--- src/hw/rtl/slbc_pkg.sv ---
// Shared types and constants for the switch-mode LED blink controller.
// No dependencies; used by every module of the block.
package slbc_pkg;

  // Default ADC width
  localparam int ADC_BITS_DEF = 12;

  // Configuration port
  localparam int CFG_IDX_W  = 2;
  localparam int CFG_DATA_W = 7;
  localparam logic [CFG_IDX_W-1:0] REG_LED3_HALF = 2'd0;
  localparam logic [CFG_IDX_W-1:0] REG_LED1_BASE = 2'd1;
  localparam logic [CFG_IDX_W-1:0] REG_LOCKOUT   = 2'd2;

  // Register reset values
  localparam logic [6:0] LED3_HALF_RST = 7'd50;
  localparam logic [6:0] LED1_BASE_RST = 7'd100;
  localparam logic [3:0] LOCKOUT_RST   = 4'd5;

  // Result word
  localparam int OUT_W = 8;

  // LED1 phase codes
  localparam logic [1:0] PH_OFF   = 2'd0;
  localparam logic [1:0] PH_STEP  = 2'd1;
  localparam logic [1:0] PH_BLINK = 2'd2;

  // Blink counter verdict
  typedef enum logic [1:0] {
    BLINK_DARK,
    BLINK_LIGHT,
    BLINK_KEEP
  } blink_act_t;

  // Per-tick control for one blink counter
  typedef struct packed {
    logic step;   // advance the counter
    logic clear;  // force it to zero
  } blink_ctl_t;

endpackage

--- src/hw/rtl/slbc_blink.sv ---
// Blink counter: counts ticks over an on and an off half, then rests one tick.
// Depends on slbc_pkg.
module slbc_blink #(
  parameter int W = 8
) (
  input  logic                    clk,
  input  logic                    rst_n,
  input  slbc_pkg::blink_ctl_t    ctl,
  input  logic [W-1:0]            half,
  input  logic [W-1:0]            full,
  output slbc_pkg::blink_act_t    act
);

  logic [W-1:0] cnt_r;
  logic [W-1:0] cnt_nxt;
  logic [W-1:0] cnt_inc;

  // Verdict for the incremented count; a count left above a shrunk full
  // falls to the rest tick, and W leaves room so the increment never wraps
  always_comb begin
    cnt_inc = cnt_r + W'(1);
    if (cnt_inc <= half) begin
      act = slbc_pkg::BLINK_LIGHT;
    end else if (cnt_inc <= full) begin
      act = slbc_pkg::BLINK_DARK;
    end else begin
      act = slbc_pkg::BLINK_KEEP;
    end
    cnt_nxt = (act == slbc_pkg::BLINK_KEEP) ? '0 : cnt_inc;
  end

  always_ff @(posedge clk) begin
    if (!rst_n) begin
      cnt_r <= '0;
    end else if (ctl.clear) begin
      cnt_r <= '0;
    end else if (ctl.step) begin
      cnt_r <= cnt_nxt;
    end
  end

endmodule

--- src/hw/rtl/switch_mode_led_blink_controller.sv ---
// Top level of the switch-mode LED blink controller: state, debounce, result register.
// Depends on slbc_pkg and slbc_blink.
//
//  channel | dir | width            | contents
//  in_     | in  | bytes(ADC_BITS+2) | raw_switch_one, raw_switch_two, adc_level
//  out_    | out | 8                | led_one, led_two, led_three, led_one_mode
//  cfg_    | in  | 2 + 7            | register index, write data
//
// One word per cycle while the result is taken; the result appears in the cycle
// after the word is taken. The whole tick is computed in one pass from the input
// word and the state registers, and lands in the result register.
// rst_n is synchronous: all state but the result payload returns to its reset values.
// A stalled result holds; a new word is still taken when the result is taken
// in the same cycle.
module switch_mode_led_blink_controller #(
  parameter int ADC_BITS = slbc_pkg::ADC_BITS_DEF,
  localparam int IN_W = ((ADC_BITS + 2 + 7) / 8) * 8
) (
  input  logic                             clk,
  input  logic                             rst_n,
  input  logic                             in_tvalid,
  output logic                             in_tready,
  // [0] raw_switch_one, [1] raw_switch_two, [ADC_BITS+1:2] adc_level, rest zero
  input  logic [IN_W-1:0]                  in_tdata,
  output logic                             out_tvalid,
  input  logic                             out_tready,
  // [0] led_one, [1] led_two, [2] led_three, [4:3] led_one_mode, [7:5] zero
  output logic [slbc_pkg::OUT_W-1:0]       out_tdata,
  input  logic                             cfg_we,
  input  logic [slbc_pkg::CFG_IDX_W-1:0]   cfg_index,
  input  logic [slbc_pkg::CFG_DATA_W-1:0]  cfg_wdata
);

  localparam int L3_W = 8;
  localparam int L1_W = 9;
  localparam int L2_W = ADC_BITS + 1;

  // Configuration registers
  logic [6:0] led3_half_r;
  logic [6:0] led1_base_r;
  logic [3:0] lockout_r;

  // Tick state
  logic       sw1_db_r, sw1_db_nxt;
  logic       sw2_db_r, sw2_db_nxt;
  logic       lock_act_r, lock_act_nxt;
  logic [3:0] lock_cnt_r, lock_cnt_nxt;
  logic [1:0] phase_r, phase_nxt;
  logic [1:0] mode_r, mode_nxt;     // rate divider 0,1,2,4 kept as 0..3
  logic [2:0] led_r, led_nxt;       // [0] LED1, [1] LED2, [2] LED3

  // Result stage
  logic                       out_valid_r;
  logic [slbc_pkg::OUT_W-1:0] out_data_r, out_data_nxt;

  logic                  fire;
  logic                  sw1_raw, sw2_raw;
  logic [ADC_BITS-1:0]   adc;
  logic [6:0]            l1_half;
  logic [1:0]            l1_shift;
  logic                  l1_run, l1_clr;
  logic                  accept1, lock_mid, accept2, lock_any;
  logic [3:0]            lock_inc;

  slbc_pkg::blink_ctl_t  l3_ctl, l1_ctl, l2_ctl;
  slbc_pkg::blink_act_t  l3_act, l1_act, l2_act;

  assign in_tready = !out_valid_r || out_tready;
  assign fire      = in_tvalid && in_tready;
  assign sw1_raw   = in_tdata[0];
  assign sw2_raw   = in_tdata[1];
  assign adc       = in_tdata[ADC_BITS+1:2];

  // Configuration writes
  always_ff @(posedge clk) begin
    if (!rst_n) begin
      led3_half_r <= slbc_pkg::LED3_HALF_RST;
      led1_base_r <= slbc_pkg::LED1_BASE_RST;
      lockout_r   <= slbc_pkg::LOCKOUT_RST;
    end else if (cfg_we) begin
      unique case (cfg_index)
        slbc_pkg::REG_LED3_HALF: led3_half_r <= cfg_wdata;
        slbc_pkg::REG_LED1_BASE: led1_base_r <= cfg_wdata;
        slbc_pkg::REG_LOCKOUT:   lockout_r   <= cfg_wdata[3:0];
        default: ;
      endcase
    end
  end

  // LED1 half period: base shifted by the divider
  assign l1_shift = (mode_r == 2'd0) ? 2'd0 : mode_r - 2'd1;
  assign l1_half  = led1_base_r >> l1_shift;

  // LED1 counter runs while blinking, or while held with a nonzero divider
  always_comb begin
    l1_run = 1'b0;
    l1_clr = 1'b0;
    if (sw1_db_r) begin
      l1_run = (phase_r == slbc_pkg::PH_BLINK);
    end else if (mode_r == 2'd0) begin
      l1_clr = 1'b1;
    end else begin
      l1_run = 1'b1;
    end
  end

  assign l3_ctl = '{step: fire, clear: 1'b0};
  assign l1_ctl = '{step: fire && l1_run, clear: fire && l1_clr};
  assign l2_ctl = '{step: fire && !sw2_db_r, clear: fire && sw2_db_r};

  slbc_blink #(.W(L3_W)) u_led3 (
    .clk   (clk),
    .rst_n (rst_n),
    .ctl   (l3_ctl),
    .half  (L3_W'(led3_half_r)),
    .full  (L3_W'({led3_half_r, 1'b0})),
    .act   (l3_act)
  );

  slbc_blink #(.W(L1_W)) u_led1 (
    .clk   (clk),
    .rst_n (rst_n),
    .ctl   (l1_ctl),
    .half  (L1_W'(l1_half)),
    .full  (L1_W'({l1_half, 1'b0})),
    .act   (l1_act)
  );

  slbc_blink #(.W(L2_W)) u_led2 (
    .clk   (clk),
    .rst_n (rst_n),
    .ctl   (l2_ctl),
    .half  (L2_W'(adc >> 1)),
    .full  (L2_W'(adc)),
    .act   (l2_act)
  );

  function automatic logic apply_act(logic level, slbc_pkg::blink_act_t act);
    logic res;
    case (act)
      slbc_pkg::BLINK_LIGHT: res = 1'b1;
      slbc_pkg::BLINK_DARK:  res = 1'b0;
      default:               res = level;
    endcase
    return res;
  endfunction

  // LED update for one tick
  always_comb begin
    led_nxt    = led_r;
    phase_nxt  = phase_r;
    mode_nxt   = mode_r;
    led_nxt[2] = apply_act(led_r[2], l3_act);

    if (sw1_db_r) begin
      unique case (phase_r)
        slbc_pkg::PH_OFF: led_nxt[0] = 1'b0;
        slbc_pkg::PH_STEP: begin
          mode_nxt  = mode_r + 2'd1;
          phase_nxt = (mode_r == 2'd3) ? slbc_pkg::PH_OFF : slbc_pkg::PH_BLINK;
        end
        slbc_pkg::PH_BLINK: led_nxt[0] = apply_act(led_r[0], l1_act);
        default: ;
      endcase
    end else begin
      phase_nxt  = slbc_pkg::PH_STEP;
      led_nxt[0] = (mode_r == 2'd0) ? 1'b0 : apply_act(led_r[0], l1_act);
    end

    led_nxt[1] = sw2_db_r ? 1'b0 : apply_act(led_r[1], l2_act);
  end

  // Debounce with a shared lockout; switch 1 has priority
  always_comb begin
    accept1      = (sw1_raw != sw1_db_r) && !lock_act_r;
    lock_mid     = lock_act_r || accept1;
    accept2      = (sw2_raw != sw2_db_r) && !lock_mid;
    lock_any     = lock_mid || accept2;
    sw1_db_nxt   = accept1 ? sw1_raw : sw1_db_r;
    sw2_db_nxt   = accept2 ? sw2_raw : sw2_db_r;
    lock_inc     = lock_cnt_r + 4'd1;
    lock_act_nxt = lock_any;
    lock_cnt_nxt = lock_cnt_r;
    if (lock_any) begin
      if (lock_inc == lockout_r) begin
        lock_act_nxt = 1'b0;
        lock_cnt_nxt = 4'd0;
      end else begin
        lock_cnt_nxt = lock_inc;
      end
    end
  end

  assign out_data_nxt = {3'b000, mode_nxt, led_nxt};

  // State and result registers
  always_ff @(posedge clk) begin
    if (!rst_n) begin
      sw1_db_r    <= 1'b1;
      sw2_db_r    <= 1'b1;
      lock_act_r  <= 1'b0;
      lock_cnt_r  <= 4'd0;
      phase_r     <= slbc_pkg::PH_OFF;
      mode_r      <= 2'd0;
      led_r       <= 3'b000;
      out_valid_r <= 1'b0;
    end else begin
      if (fire) begin
        sw1_db_r   <= sw1_db_nxt;
        sw2_db_r   <= sw2_db_nxt;
        lock_act_r <= lock_act_nxt;
        lock_cnt_r <= lock_cnt_nxt;
        phase_r    <= phase_nxt;
        mode_r     <= mode_nxt;
        led_r      <= led_nxt;
      end
      if (fire) begin
        out_valid_r <= 1'b1;
      end else if (out_tready) begin
        out_valid_r <= 1'b0;
      end
    end
  end

  // Result payload
  always_ff @(posedge clk) begin
    if (fire) begin
      out_data_r <= out_data_nxt;
    end
  end

  assign out_tvalid = out_valid_r;
  assign out_tdata  = out_data_r;

endmodule

--- config.mk ---
export PLATFORM = sky130hd
export DESIGN_NAME = switch_mode_led_blink_controller
export DESIGN_NICKNAME = d
export VERILOG_FILES = /design/src/hw/rtl/slbc_pkg.sv /design/src/hw/rtl/slbc_blink.sv /design/src/hw/rtl/switch_mode_led_blink_controller.sv
export SDC_FILE = /design/constraint.sdc
export NUM_CORES = 1
export LEC_CHECK = 0
export CAP_MARGIN = 15
export CORE_MARGIN = 2
export CORE_UTILIZATION = 40
export DETAILED_ROUTE_END_ITERATION = 10
export DONT_BUFFER_PORTS = 1
export PLACE_DENSITY = 0.54
export SETUP_SLACK_MARGIN = 0.05
export SLEW_MARGIN = 5
export SYNTH_ARGS = -nofsm -noshare
export SYNTH_HDL_FRONTEND = slang
export SYNTH_SLANG_ARGS = --single-unit
--- constraint.sdc ---
create_clock -name clk -period 4.7 [get_ports clk]
set_clock_uncertainty 0.15 [all_clocks]
set_input_delay 0 -clock clk [delete_from_list [all_inputs] [get_ports clk]]
set_output_delay 0 -clock clk [all_outputs]
set_load 0.01 [all_outputs]
Word-level counts from Yosys, hierarchy flattened
Index checks and enable logic that the tools add are counted.
Widths: inputs -> output; s select.
{ "word_totals": {"reg_bits": 68, "latch_bits": 0, "ram_bits": 0, "rom_bits": 0, "in_bits": 30, "output_inout_bits": 10, "word_cells": 105, "n_memories": 0} }
{ "classes": {"addsub": 6, "multipliers": 0, "div_mod_pow": 0, "n_lt_le_gt_ge": 6, "n_eq_ne": 15, "n_shift": 1, "n_mux": 31, "n_bitwise": 1, "n_reduce_logical": 30} }
{ "op_table": {"columns": ["op", "n"], "rows": [
  ["$mux 2", 12],
  ["$reduce_and 2->1", 7],
  ["$add 13x1->13 const B", 1],
  ["$le 13x11->1", 1],
  ["$le 13x12->1", 1],
  ["$mux 13", 1],
  ["$eq 2x2->1 const B", 6],
  ["$logic_not 2->1", 6],
  ["$mux 1", 11],
  ["$eq 2x1->1 const B", 5],
  ["$add 9x1->9 const B", 1],
  ["$le 9x7->1", 1],
  ["$le 9x8->1", 1],
  ["$mux 9", 1],
  ["$add 8x1->8 const B", 1],
  ["$le 8x7->1", 1],
  ["$le 8x8->1", 1],
  ["$mux 8", 1],
  ["$pmux 1 s2", 4],
  ["$logic_and 1x1->1", 7],
  ["$shr 7x2->7", 1],
  ["$add 4x1->4 const B", 1],
  ["$eq 4x4->1", 1],
  ["$logic_not 1->1", 4],
  ["other kinds (9)", 13]
]} }

Longest topological paths before layout
{ "depth": {"depth_word": 10, "mapped_depth": 15, "ltp_nobuf": 14} }

Hierarchy
From an unflattened synthesis, not the netlist that was laid out.
{ "hier_totals": {"cells_unflattened": 586, "hier_area_um2": 5166.2} }
{ "by_module_without_submodules": {"columns": ["module", "n_inst", "cells_each", "area_per_inst_um2", "seq_area_each_um2"], "rows": [
  ["switch_mode_led_blink_controller", 1, 190, 1923.1, 810.8],
  ["slbc_blink at u_led2", 1, 181, 1432.6, 260.2],
  ["slbc_blink at u_led1", 1, 120, 1016.0, 180.2],
  ["slbc_blink at u_led3", 1, 95, 794.5, 160.2]
]} }

Worst setup path after synthesis
OpenSTA, ideal clock, no wires.
{ "synth_timing": {"path_kind": "reg2reg", "start": "register u_led2.cnt_r[0]", "end": "register u_led2.cnt_r[2]", "setup_time_ns": 0.074, "t_arrival_ns": 3.167, "required_ns": 4.476, "path_slack_ns": 1.309, "stages_incl_launch_ff": 15, "n_path_buf": 1, "synth_period_minus_slack_ns": 3.391, "path_cell_list": "dfxtp_1 > ha_1 > nand3_1 > and2_1 > or2_2 > ha_1 > a21o_1 > a21o_1 > a221o_1 > a21oi_1 > o211ai_1 > o211ai_1 > clkbuf_1 > nand3_1 > o21ai_0"} }
{ "synth_between": {"elab_chain_cells": 6, "elab_cells_between_ends": 7, "classes_between": "1 x add/sub; 2 x order compare; 1 x eq/ne; 3 x mux"} }
{ "synth_lines": {"columns": ["item", "line", "source"], "rows": [
  ["start, declared", "slbc_blink.sv:14", "logic [W-1:0] cnt_r;"],
  ["start signal, assigned", "slbc_blink.sv:38", "cnt_r <= cnt_nxt;"],
  ["$add 13x1->13 (*)", "slbc_blink.sv:21", "cnt_inc = cnt_r + W'(1);"],
  ["$le 13x12->1", "slbc_blink.sv:24", "end else if (cnt_inc <= full) begin"],
  ["$mux 2", "slbc_blink.sv:24", null],
  ["$mux 2", "slbc_blink.sv:22", "if (cnt_inc <= half) begin"],
  ["$eq 2x2->1", "slbc_blink.sv:29", "cnt_nxt = (act == slbc_pkg::BLINK_KEEP) ? '0 : cnt_inc;"],
  ["$mux 13 (*)", "slbc_blink.sv:29", null]
]} }
Every way passes the cells marked *; elsewhere a longest branch is shown, timed or not.
A chain may end at the register's enable or synchronous reset.

Final worst setup path
Same ends and word-level chain as after synthesis.

==> metrics <==
sequential share of power=41.3%; GPL Wtd Cong=0.756; Int Power=1.13 mW; Hold Startpoint=rst_n; Ant. Diodes=0; Die Ht=113 um; Initial Utilization=41.4%; part of the cycle the worst path needs=77.5%; Lkg Pwr=2.41 nW; Pwr per Cell Area=271 nW/um^2; Achievable Freq=274 MHz; Worst Hold End=u_led2.cnt_r[5]$_SDFFE_PP0P_; synth cell count leaders=dfxtp_1, nand2_1, ha_1; MaxCap Viol Count=0; CP Data Required Time=4.76 ns; status=finished with violations; final worst setup slack=1.06 ns; combinational share of power=9.6%; Critical path origin=u_led2.cnt_r[0]$_SDFFE_PP0P_; FFs w/ async S/R, synth=0%; fin util=47.8%; CTS Buffer Depth=2; post-synthesis adder-cell area fraction=14.8%; crit path max fanout=12; Final Hold Viols=0; post-route cell area=5510 sq um; critical path type=reg -> reg; Final Hold Slack=0.0370 ns; number of enable flip-flop cells after synthesis=5; r2r endpoint=u_led2.cnt_r[2]$_SDFFE_PP0P_; hold path cells=3; unrepaired setup endpoints after global routing=no; DIE WIDTH=113 um; DR pass1 iterations=7; Worst Hold Class=in -> reg; Detailed Place HPWL=7700 um; Final ANT Viol Nets=0; std cell rows=39; final setup vio count=0; setup bufs post-CTS=0; #FFs+latches synth=68; Final Routed Wirelength=10,700 um; setup TNS=0 ns; Tmin final=3.64 ns; Synth Flop Type=dfxtp_1; top-count cell post-synth=dfxtp_1; core footprint=11,500 sq um; Placed Area=4900 sq um; CTS tree=done; largest family of logic cells by synthesized area=simple AND/OR/NAND/NOR gates; fin. max-slew vios=0; DRC=1; Peak VDD IR=0.000144 V; Tot Pwr=1.49 mW; cell taking the most area after synthesis=dfxtp_1; Via Count=3,889; top cell type's share of synthesized area=26.4%; xor and xnor area share after synthesis=7.16%; slew margin rel.=48.2%; synth warn=0; simple logic cell fraction of the synthesized area=20.5%; H-tree levels=3; first-pass GRT wire length=18,400 um; cell count of the worst reg-to-reg path=14; worst skew pair latency=0.33 ns; sequential area share after synthesis=29.6%; Tot GR Track Use=17.5%; critical path endpoint category=flip-flop; synthesized area=4770 sq um; area delta synth->final=15.4%; clk slew on worst S/H paths=0.06 ns; Mapped Avg Cell Area=8.55 sq um; post-route non-filler standard cell count=730; R2R Setup Slk=1.06 ns; failing checks=design-rule violations; CTS Buf Count=9; RR Startpoint=u_led2.cnt_r[0]$_SDFFE_PP0P_; share of cells above drive strength 1=6.64%; CTS sink cnt=68; Unique masters post-synth=65; # IOs=40; Post-CTS Resized=0; mux contribution to synthesized area=4.51%; Worst Tran Pin Value=0.770 ns; GRT overflow=0; post-synthesis compound-gate area fraction=18.6%; Place WS=1.11 ns; Cells after DPL=687; largest net degree at the start of global routing=48; I/O Buffers=0; switching pwr=0.359 mW; initial antenna violation count=0; Root Buffer=clkbuf_16; Vias/cell=5.33; initial DRC count=145; wire length per cell=14.7 um; Layout fillers=1,108; Synth Instances=558; crit path DAT=3.71 ns; vias in the first global route=3,875; die area=12,800 sq um; nets=666; ranking of synthesized cells by area=dfxtp_1, ha_1, nand2_1; CP startpoint kind=flip-flop; Clock power frac=49.0%; sw frac=24.0%
[flip-flops by register name, summed over array words and instances, names as in the netlist]
name and count:
out_tdata 5, sw2_db_r 1, mode_r 2, u_led1.cnt_r 9, lock_act_r 1, led3_half_r 7, lock_cnt_r 4, led1_base_r 7
u_led2.cnt_r 13, out_tvalid 1, phase_r 2, u_led3.cnt_r 8, sw1_db_r 1, lockout_r 4, led_r 3
[critical path, stage by stage (launching register included)]
cell,delay [ns]
dfxtp_1,0.46
ha_1,0.31
nand3_1,0.21
and2_1,0.23
or2_2,0.31
ha_1,0.30
a21o_1,0.11
a21o_1,0.11
a21oi_1,0.09
a211o_1,0.30
a31oi_1,0.30
o211ai_1,0.15
buf_4,0.20
a32oi_1,0.19
o21ai_0,0.10
[cells in the final DEF, fill, tap and decap left out, types with 14 or more instances in the layout]
master and count:
mux2i_1 17, o21ai_0 26, dlygate4sd3_1 26, nand2_1 59, nand3_1 20, xor2_1 14
nor2b_1 26, ha_1 54, nor2_1 29, dfxtp_1 63, xnor2_1 25, inv_1 38
[worst max path at each step]
stage,to,slack (ns),depth (start not counted)
after global routing,u_led2.cnt_r[0]$_SDFFE_PP0P_,0.81,14
after detailed placement,u_led2.cnt_r[2]$_SDFFE_PP0P_,1.11,14
after CTS,u_led2.cnt_r[2]$_SDFFE_PP0P_,1.04,14
after floorplan,u_led2.cnt_r[2]$_SDFFE_PP0P_,1.31,14
after global placement,u_led2.cnt_r[2]$_SDFFE_PP0P_,1.08,14
final,u_led2.cnt_r[2]$_SDFFE_PP0P_,1.06,14
[logic make-up (layout without fill, tap and decap cells)]
logic type | count (synthesis) | count (layout)
and+or+nand+nor | 192 | 192
adders and majority gates | 57 | 57
muxes | 21 | 21
buffers and inverters | 58 | 85
DFF | 68 | 68
AOI/OAI and AO/OA | 122 | 122
other | 1 | 3
xor gates and xnor gates | 39 | 39
[power groups by stage]
stage	Sequential (mW)	Clock, mW	Combinational [mW]
2_1_floorplan	0.623	0	0.102
3_3_place_gp	0.629	0	0.113
3_5_place_dp	0.629	0	0.117
4_1_cts	0.617	0.750	0.144
5_1_grt	0.619	0.773	0.162
6_report	0.617	0.732	0.144
[repair_timing]
| item | 4_1_cts | 5_1_grt |
|---|---|---|
| hold buffers | 27 | 0 |
| hold endpoints to repair | 52 | 0 |
| setup endpoints to repair | 0 | 0 |
[cell type report]
class / count / area, sq um / share of cell area (%)
tap: 143 / 179 / 3.25
clock buffer: 9 / 225 / 4.09
multi-input combinational: 434 / 3140 / 57.0
sequential: 68 / 1410 / 25.6
timing repair buffer: 31 / 310 / 5.64
clock inverter: 7 / 98.8 / 1.80
inverter: 38 / 143 / 2.59
[layer usage]
layer  up-vias  routed length (um)  global-route usage, %
li1       2032                   -                      -
met1      1810                5190                   21.8
met2        45                5190                   31.0
met3         2                 328                   3.59
met4         0                  36                   4.39
met5         -                   0                      0
No activity file was read; power rests on OpenSTA's default activity.
